==> src/sv/hrv_pkg.sv <==
// Shared types and constants for the HDCP repeater V SHA-1 block.
package hrv_pkg;

	typedef struct packed {
		logic        operation;
		logic [39:0] ksv;
		logic [15:0] bstatus;
		logic [63:0] m0;
	} in_word_t;

	typedef struct packed {
		logic [31:0] v_word;
		logic [2:0]  word_index;
		logic        last;
		logic        status;
	} out_word_t;

	localparam logic OP_KSV    = 1'b0;
	localparam logic OP_FINISH = 1'b1;

	localparam logic [159:0] SHA_INIT =
		160'h67452301_EFCDAB89_98BADCFE_10325476_C3D2E1F0;

endpackage

==> src/sv/hrv_round.sv <==
// SHA-1 core: one round per cycle over a 16-word schedule window.
module hrv_round (
	input  logic         clk,
	input  logic         arst_n,
	input  logic         start,
	input  logic         init,
	input  logic [511:0] block,
	output logic         busy,
	output logic [159:0] digest
);
	import hrv_pkg::*;

	logic [31:0]  w_q [16];
	logic [31:0]  a_q, b_q, c_q, d_q, e_q;
	logic [159:0] h_q;
	logic [6:0]   rnd_q;
	logic         busy_q;
	logic [31:0]  f, k, t, wn;

	assign busy   = busy_q;
	assign digest = h_q;

	// Select round function and constant
	always_comb begin
		if (rnd_q < 7'd20) begin
			f = (b_q & c_q) | (~b_q & d_q); k = 32'h5A827999;
		end else if (rnd_q < 7'd40) begin
			f = b_q ^ c_q ^ d_q; k = 32'h6ED9EBA1;
		end else if (rnd_q < 7'd60) begin
			f = (b_q & c_q) | (b_q & d_q) | (c_q & d_q); k = 32'h8F1BBCDC;
		end else begin
			f = b_q ^ c_q ^ d_q; k = 32'hCA62C1D6;
		end
		t  = {a_q[26:0], a_q[31:27]} + f + e_q + k + w_q[0];
		wn = w_q[13] ^ w_q[8] ^ w_q[2] ^ w_q[0];
		wn = {wn[30:0], wn[31]};
	end

	// Run rounds, then fold into chain value
	always_ff @(posedge clk or negedge arst_n) begin
		if (!arst_n) begin
			busy_q <= 1'b0;
			rnd_q  <= '0;
			h_q    <= SHA_INIT;
		end else if (init) begin
			h_q <= SHA_INIT;
		end else if (start) begin
			busy_q <= 1'b1;
			rnd_q  <= '0;
			{a_q, b_q, c_q, d_q, e_q} <= h_q;
			for (int i = 0; i < 16; i++) w_q[i] <= block[511-32*i -: 32];
		end else if (busy_q) begin
			if (rnd_q == 7'd80) begin
				busy_q <= 1'b0;
				h_q <= {h_q[159:128] + a_q, h_q[127:96] + b_q, h_q[95:64] + c_q,
					h_q[63:32] + d_q, h_q[31:0] + e_q};
			end else begin
				rnd_q <= rnd_q + 7'd1;
				{a_q, b_q, c_q, d_q, e_q} <= {t, a_q, {b_q[1:0], b_q[31:2]}, c_q, d_q};
				for (int i = 0; i < 15; i++) w_q[i] <= w_q[i+1];
				w_q[15] <= wn;
			end
		end
	end
endmodule

==> src/sv/hdcp_repeater_v_sha1.sv <==
// Top level: byte sequencer, padding and output for HDCP repeater V.
// An append below the device limit feeds its five KSV bytes, and runs a block when it fills one.
// A finish feeds 10 bytes, pads one byte per cycle, runs one or two blocks and then
// emits five digest words.
// Input stall is high while an item is in work or the digest is pending.
// Reset clears the chain value, counters and the byte-order register rev_q.
module hdcp_repeater_v_sha1 #(
	parameter int MAX_DEVICES = 127
) (
	input  logic             clk,
	input  logic             arst_n,
	input  logic             cfg_we,
	input  logic             cfg_wdata,
	input  logic             in_valid,
	output logic             in_stall,
	input  hrv_pkg::in_word_t  in_data,
	output logic             out_valid,
	input  logic             out_stall,
	output hrv_pkg::out_word_t out_data
);
	import hrv_pkg::*;

	localparam logic [2:0] ST_IDLE = 3'd0, ST_FEED = 3'd1, ST_HASH = 3'd2,
		ST_PAD = 3'd3, ST_OUT = 3'd4;

	logic [2:0]   st_q;
	logic         rev_q;
	logic [511:0] blk_q;
	logic [5:0]   fill_q;
	logic [9:0]   mbytes_q;
	logic [6:0]   dev_q;
	logic         ovf_q;
	logic [79:0]  val_q;
	logic [3:0]   nb_q, bi_q;
	logic         fin_q;
	logic         pad_len_q;
	logic [2:0]   oi_q;
	logic         rstart_q, rinit_q, rbusy;
	logic [159:0] digest;
	logic [7:0]   byte_v, pad_b;
	logic [63:0]  bitlen;
	logic [3:0]   pos;

	hrv_round u_round (.clk, .arst_n, .start(rstart_q), .init(rinit_q), .block(blk_q),
		.busy(rbusy), .digest);

	assign pos    = rev_q ? (nb_q - 4'd1 - bi_q) : bi_q;
	assign byte_v = val_q[{pos[3:0], 3'b000} +: 8];
	assign bitlen = {51'd0, mbytes_q, 3'b000};
	// Zero fill, or the length when it belongs in this block
	always_comb begin
		if (fill_q < 6'd56 || !pad_len_q) pad_b = 8'h00;
		else pad_b = bitlen[8*(6'd63 - fill_q) +: 8];
	end

	assign in_stall  = (st_q != ST_IDLE);
	assign out_valid = (st_q == ST_OUT);
	assign out_data  = '{v_word: digest[159-32*oi_q -: 32], word_index: oi_q,
		last: (oi_q == 3'd4), status: ovf_q};

	// Sequence bytes into the block and drive the core
	always_ff @(posedge clk or negedge arst_n) begin
		if (!arst_n) begin
			st_q <= ST_IDLE; rev_q <= 1'b0; fill_q <= '0; mbytes_q <= '0;
			dev_q <= '0; ovf_q <= 1'b0; rstart_q <= 1'b0; rinit_q <= 1'b0;
			fin_q <= 1'b0; oi_q <= '0; bi_q <= '0; nb_q <= '0; pad_len_q <= 1'b0;
		end else begin
			rstart_q <= 1'b0;
			rinit_q  <= 1'b0;
			if (cfg_we) rev_q <= cfg_wdata;
			unique case (st_q)
				ST_IDLE: if (in_valid) begin
					bi_q <= '0;
					if (in_data.operation == OP_FINISH) begin
						fin_q <= 1'b1; nb_q <= 4'd2;
						val_q <= {in_data.m0, in_data.bstatus};
						st_q <= ST_FEED;
					end else if (dev_q < 7'(MAX_DEVICES)) begin
						fin_q <= 1'b0; nb_q <= 4'd5; dev_q <= dev_q + 7'd1;
						val_q <= {40'd0, in_data.ksv};
						st_q <= ST_FEED;
					end else ovf_q <= 1'b1;
				end
				ST_FEED: begin
					blk_q <= {blk_q[503:0], byte_v};
					fill_q <= fill_q + 6'd1;
					mbytes_q <= mbytes_q + 10'd1;
					if (bi_q == nb_q - 4'd1) begin
						bi_q <= '0;
						if (fin_q && nb_q == 4'd2) begin
							nb_q <= 4'd8; val_q <= {16'd0, val_q[79:16]};
						end else if (fin_q) nb_q <= 4'd0;
						else nb_q <= 4'd5;
					end else bi_q <= bi_q + 4'd1;
					if (fill_q == 6'd63) begin
						rstart_q <= 1'b1; st_q <= ST_HASH;
					end else if (bi_q == nb_q - 4'd1 && !(fin_q && nb_q == 4'd2))
						st_q <= fin_q ? ST_PAD : ST_IDLE;
				end
				// Resume a value cut by the block end, else move on
				ST_HASH: if (!rstart_q && !rbusy) begin
					if (!fin_q) st_q <= (bi_q != 4'd0) ? ST_FEED : ST_IDLE;
					else if (nb_q != 4'd0) st_q <= ST_FEED;
					else if (bi_q == 4'd1) begin
						st_q <= ST_OUT; oi_q <= '0;
					end else begin
						st_q <= ST_PAD; pad_len_q <= 1'b1;
					end
				end
				ST_PAD: begin
					blk_q <= {blk_q[503:0], ((bi_q == 4'd0) ? 8'h80 : pad_b)};
					if (bi_q == 4'd0) begin
						bi_q <= 4'd2; pad_len_q <= (fill_q < 6'd56);
					end
					fill_q <= fill_q + 6'd1;
					if (fill_q == 6'd63) begin
						rstart_q <= 1'b1; st_q <= ST_HASH;
						// A block that carried the length is the last one
						if (bi_q != 4'd0 && pad_len_q) bi_q <= 4'd1;
					end
				end
				ST_OUT: if (!out_stall) begin
					if (oi_q == 3'd4) begin
						st_q <= ST_IDLE; rinit_q <= 1'b1; fill_q <= '0;
						mbytes_q <= '0; dev_q <= '0; ovf_q <= 1'b0;
					end else oi_q <= oi_q + 3'd1;
				end
				default: st_q <= ST_IDLE;
			endcase
		end
	end

	// Checks on sequencer and core
	a_no_out_busy: assert property (@(posedge clk) disable iff (!arst_n)
		out_valid |-> !rbusy) else $error("digest shown while core busy");
	a_start_busy: assert property (@(posedge clk) disable iff (!arst_n)
		rstart_q |=> rbusy) else $error("core did not start");
	a_idx: assert property (@(posedge clk) disable iff (!arst_n)
		out_valid |-> oi_q <= 3'd4) else $error("bad word index");
endmodule

==> config.mk <==
export PLATFORM = sky130hd
export DESIGN_NAME = hdcp_repeater_v_sha1
export DESIGN_NICKNAME = d
export VERILOG_FILES = /design/src/sv/hrv_pkg.sv /design/src/sv/hrv_round.sv /design/src/sv/hdcp_repeater_v_sha1.sv
export SDC_FILE = /design/constraint.sdc
export NUM_CORES = 2
export LEC_CHECK = 0
export CAP_MARGIN = 30
export CORE_ASPECT_RATIO = 0.9
export CORE_UTILIZATION = 60
export CTS_CLUSTER_SIZE = 30
export DETAILED_ROUTE_END_ITERATION = 8
export DONT_BUFFER_PORTS = 1
export HOLD_SLACK_MARGIN = 0.03
export PLACE_DENSITY = 0.81
export SYNTH_ARGS = -nofsm -noshare
export SYNTH_HDL_FRONTEND = slang
export SYNTH_HIERARCHICAL = 1
export SYNTH_SLANG_ARGS = --single-unit
==> constraint.sdc <==
create_clock -name clk -period 33.2 [get_ports clk]
set_input_delay 6.64 -clock clk [delete_from_list [all_inputs] [get_ports clk]]
set_output_delay 6.64 -clock clk [all_outputs]
set_load 0.005 [all_outputs]
==> metrics.txt <==
mapped cell area 71500 um^2; VDD IR max 164 uV; DP HPWL 106000 um; DIE HEIGHT 329 um; Rel. slew slack 12.0%; Worst setup startpoint oi_q[1]$_DFFE_PN0P_; Synth cell types a little over 100; synth warn 6; Final Util 66.4%; CP Max Fanout 33; vias in the first global route approximately 42000; worst r2r path cells 23; final instance area between 70000 and 80000 um^2; drt pass-1 iters 6; gpl congestion 0.934; crit path time final 9.97 ns; CTS root buf clkbuf_16; worst setup path class flop to primary output; CP endpoint out_data[20]; largest net degree at the start of global routing ~220; CP endpoint kind primary output; Leakage 28.9 nW; PD cells roughly 110 nW/um^2; CTS Hold Bufs 0; most common cell after layout, fill and taps aside edfxtp_1; # rows 119; sequential cell area fraction in the yosys report 60.6%; Core Box Area 118000 um^2; Worst-Skew Late Latency about 0.80 ns; run status complete, no violations; Synth Register Bits about 1500; setup_tns 0 ns; H-tree depth 4; final wirelength 163000 um; Initial DRC Count around 4700; Hold Path Depth 0; Clock Sinks roughly 1500; CP Data Required Time 26.56 ns; # IOs 166; share of flip-flops with an asynchronous set or reset around 14%; RSZ-0062 raised after global routing no; clock slew at reported path FFs around 0.06 ns; Setup-failing EPs final 0; initial antenna violation count 1; CTS tree yes; syn_area_per_cell about 14 um^2; Max Fclk 0.100 GHz; Residual DRC 0; share of cells above drive strength 1 19.9%; Startpoint Class flop; Syn Nets 5582; Vias/cell 6.27; end of the worst register-to-register path u_round/a_q[31]$_DFFE_PP_; final max-slew violation count 0; fillers 7934; Critical Path AT 3.33 ns; Initial Util 60.8%; EDFF count, synth 1264; CTS resizes 0; DR vias around 43000; HP Class flop to flop; gr usage total 26.9%; Port Buffers 0; most frequent cells in the layout 1264 x edfxtp_1, 594 x mux2_2, 334 x nand2_1, 264 x inv_1, 261 x a21oi_1; Slew @ Worst Pin 1.32 ns; Synth Flop Type edfxtp_1; Die X between 300 and 400 um; GRT overflow 0; first-pass GRT wire length between 200000 and 250000 um; Antenna diodes 0; Fin Clk Skew 0.0448 ns; P&R area growth vs syn 9.18%; TritonCTS Buffers 147; FF-to-FF Start u_round/rnd_q[4]$_DFFE_PN0P_; fin crit share 30.0%; Final Hold Vio Count 0; Wirelength per Cell 23.9 um; placed instance area 73200 um^2; reg2reg setup slack 25.97 ns; Die ar. 121000 um^2; Post-Synthesis Cells between 5000 and 6000; Clock Path Buffers 3; nets@finish 5575; post-CTS setup buffer count 0; Antenna Nets Post-Route 0; Max Cap Violations 0
[critical path, stage by stage (launching register included)]
cell,delay (ns)
dfrtp_1,0.43
inv_1,0.09
ha_2,0.18
ha_1,0.27
inv_1,0.06
buf_4,0.42
nor3_2,0.07
buf_4,0.29
a22oi_1,0.57
nor2_1,0.12
[report_power, final]
part	internal, mW	total [mW]	switching, mW
combinational	1.67	4.05	2.38
sequential	2.69	2.93	0.242
clock	0.920	1.65	0.734
total	5.28	8.63	3.35
[cell type report]
| class | count | area (um^2) | area share (%) |
|---|---|---|---|
| multi-input cells | 3179 | 26400 | 33.8 |
| well taps | 1573 | 1970 | 2.52 |
| clock inverters | 81 | 845 | 1.08 |
| clock buffers | 192 | 3970 | 5.09 |
| flip-flops and latches | 1474 | 43300 | 55.5 |
| repair buffers | 44 | 593 | 0.760 |
| inverters | 266 | 998 | 1.28 |
[synthesized netlist by cell type, types with 10 or more instances]
library cell     n  share of area, %
a21oi_1        261               1.8
edfxtp_1      1264                53
or3_1           12              0.11
a21boi_0        10              0.11
a31oi_1         18              0.16
dfstp_2         80               2.9
nor2b_1         24              0.21
xor2_1          97               1.2
and2_1          14              0.12
buf_1           24              0.13
mux2_2         594               9.4
buf_2           50              0.35
o21a_1          28              0.29
nand3_1         79              0.55
nand4_1         22              0.19
fa_1           126               3.5
nand2_1        336               1.8
o21ai_0        239               1.7
nor2_1         258               1.4
a22oi_1         37              0.39
dfrtp_1        130               4.6
ha_1           210               3.7
o31ai_1         12              0.13
nand2b_1        30              0.26
o21bai_1        27              0.28
o211ai_1        21              0.22
a21o_1          96               1.0
nor3b_1         11              0.12
a211oi_1        23              0.24
a221oi_1        25              0.31
mux2i_1        109               1.5
a22o_1          15              0.18
xnor2_1        177               2.2
o22ai_1         11             0.096
and3_1          39              0.34
mux4_2          39               1.2
nor3_1          33              0.23
inv_1          264               1.4
o221a_2         12              0.19
clkbuf_1       117              0.61
[layer usage]
| metal | vias to the layer above | wire length (um) | track usage (%) |
|---|---|---|---|
| met3 | 302 | 13200 | 4.62 |
| met1 | 21454 | 68400 | 38.3 |
| met2 | 1940 | 75500 | 41.9 |
| li1 | 19011 | - | - |
| met5 | - | 13 | 0 |
| met4 | 2 | 5840 | 10.4 |
[metrics by stage]
| stage | hold WS [ns] | worst slack, ns | cells | power, mW |
|---|---|---|---|---|
| after global routing | 0.440 | 23.14 | 6809 | 9.15 |
| after global placement | 0.422 | 22.67 | 6526 | 6.70 |
| after detailed placement | 0.428 | 22.59 | 6533 | 6.89 |
| after floorplan | 0.420 | 14.13 | 5119 | 5.98 |
| final | 0.428 | 23.23 | 6809 | 8.63 |
| after CTS | 0.425 | 23.25 | 6806 | 8.58 |
[sequential cells by signal, indices dropped and copies added, names as in the netlist, 3 cells and up]
name and flops:
val_q 80, u_round/digest 160, st_q 3, dev_q 7
blk_q 512, u_round/w_q 512, oi_q 3, mbytes_q 10
u_round/d_q 32, u_round/e_q 32, u_round/c_q 32, nb_q 3
fill_q 6, u_round/rnd_q 7, u_round/a_q 32, bi_q 4
u_round/b_q 32
[worst min path at each step]
stage / to / start / slack [ns]
6_report: blk_q[312]$_DFFE_PP_ / blk_q[304]$_DFFE_PP_ / 0.43
5_1_grt: blk_q[312]$_DFFE_PP_ / blk_q[304]$_DFFE_PP_ / 0.44
3_3_place_gp: blk_q[444]$_DFFE_PP_ / blk_q[436]$_DFFE_PP_ / 0.42
2_1_floorplan: blk_q[200]$_DFFE_PP_ / blk_q[192]$_DFFE_PP_ / 0.42
4_1_cts: blk_q[312]$_DFFE_PP_ / blk_q[304]$_DFFE_PP_ / 0.42
3_5_place_dp: blk_q[299]$_DFFE_PP_ / blk_q[291]$_DFFE_PP_ / 0.43
[cell families (layout without fill, tap and decap cells)]
| kind of cell | Yosys count | count (layout) | share of synthesized area (%) |
|---|---|---|---|
| AOI/OAI and AO/OA | 921 | 921 | 8.28 |
| xor gates and xnor gates | 276 | 276 | 3.41 |
| adders and majority gates | 336 | 336 | 7.20 |
| buffers and inverters | 466 | 583 | 2.61 |
| DFF | 1474 | 1474 | 60.6 |
| muxes | 743 | 743 | 12.1 |
| and+or+nand+nor | 903 | 903 | 5.77 |
Note: power is estimated with default switching activity, not from simulation.
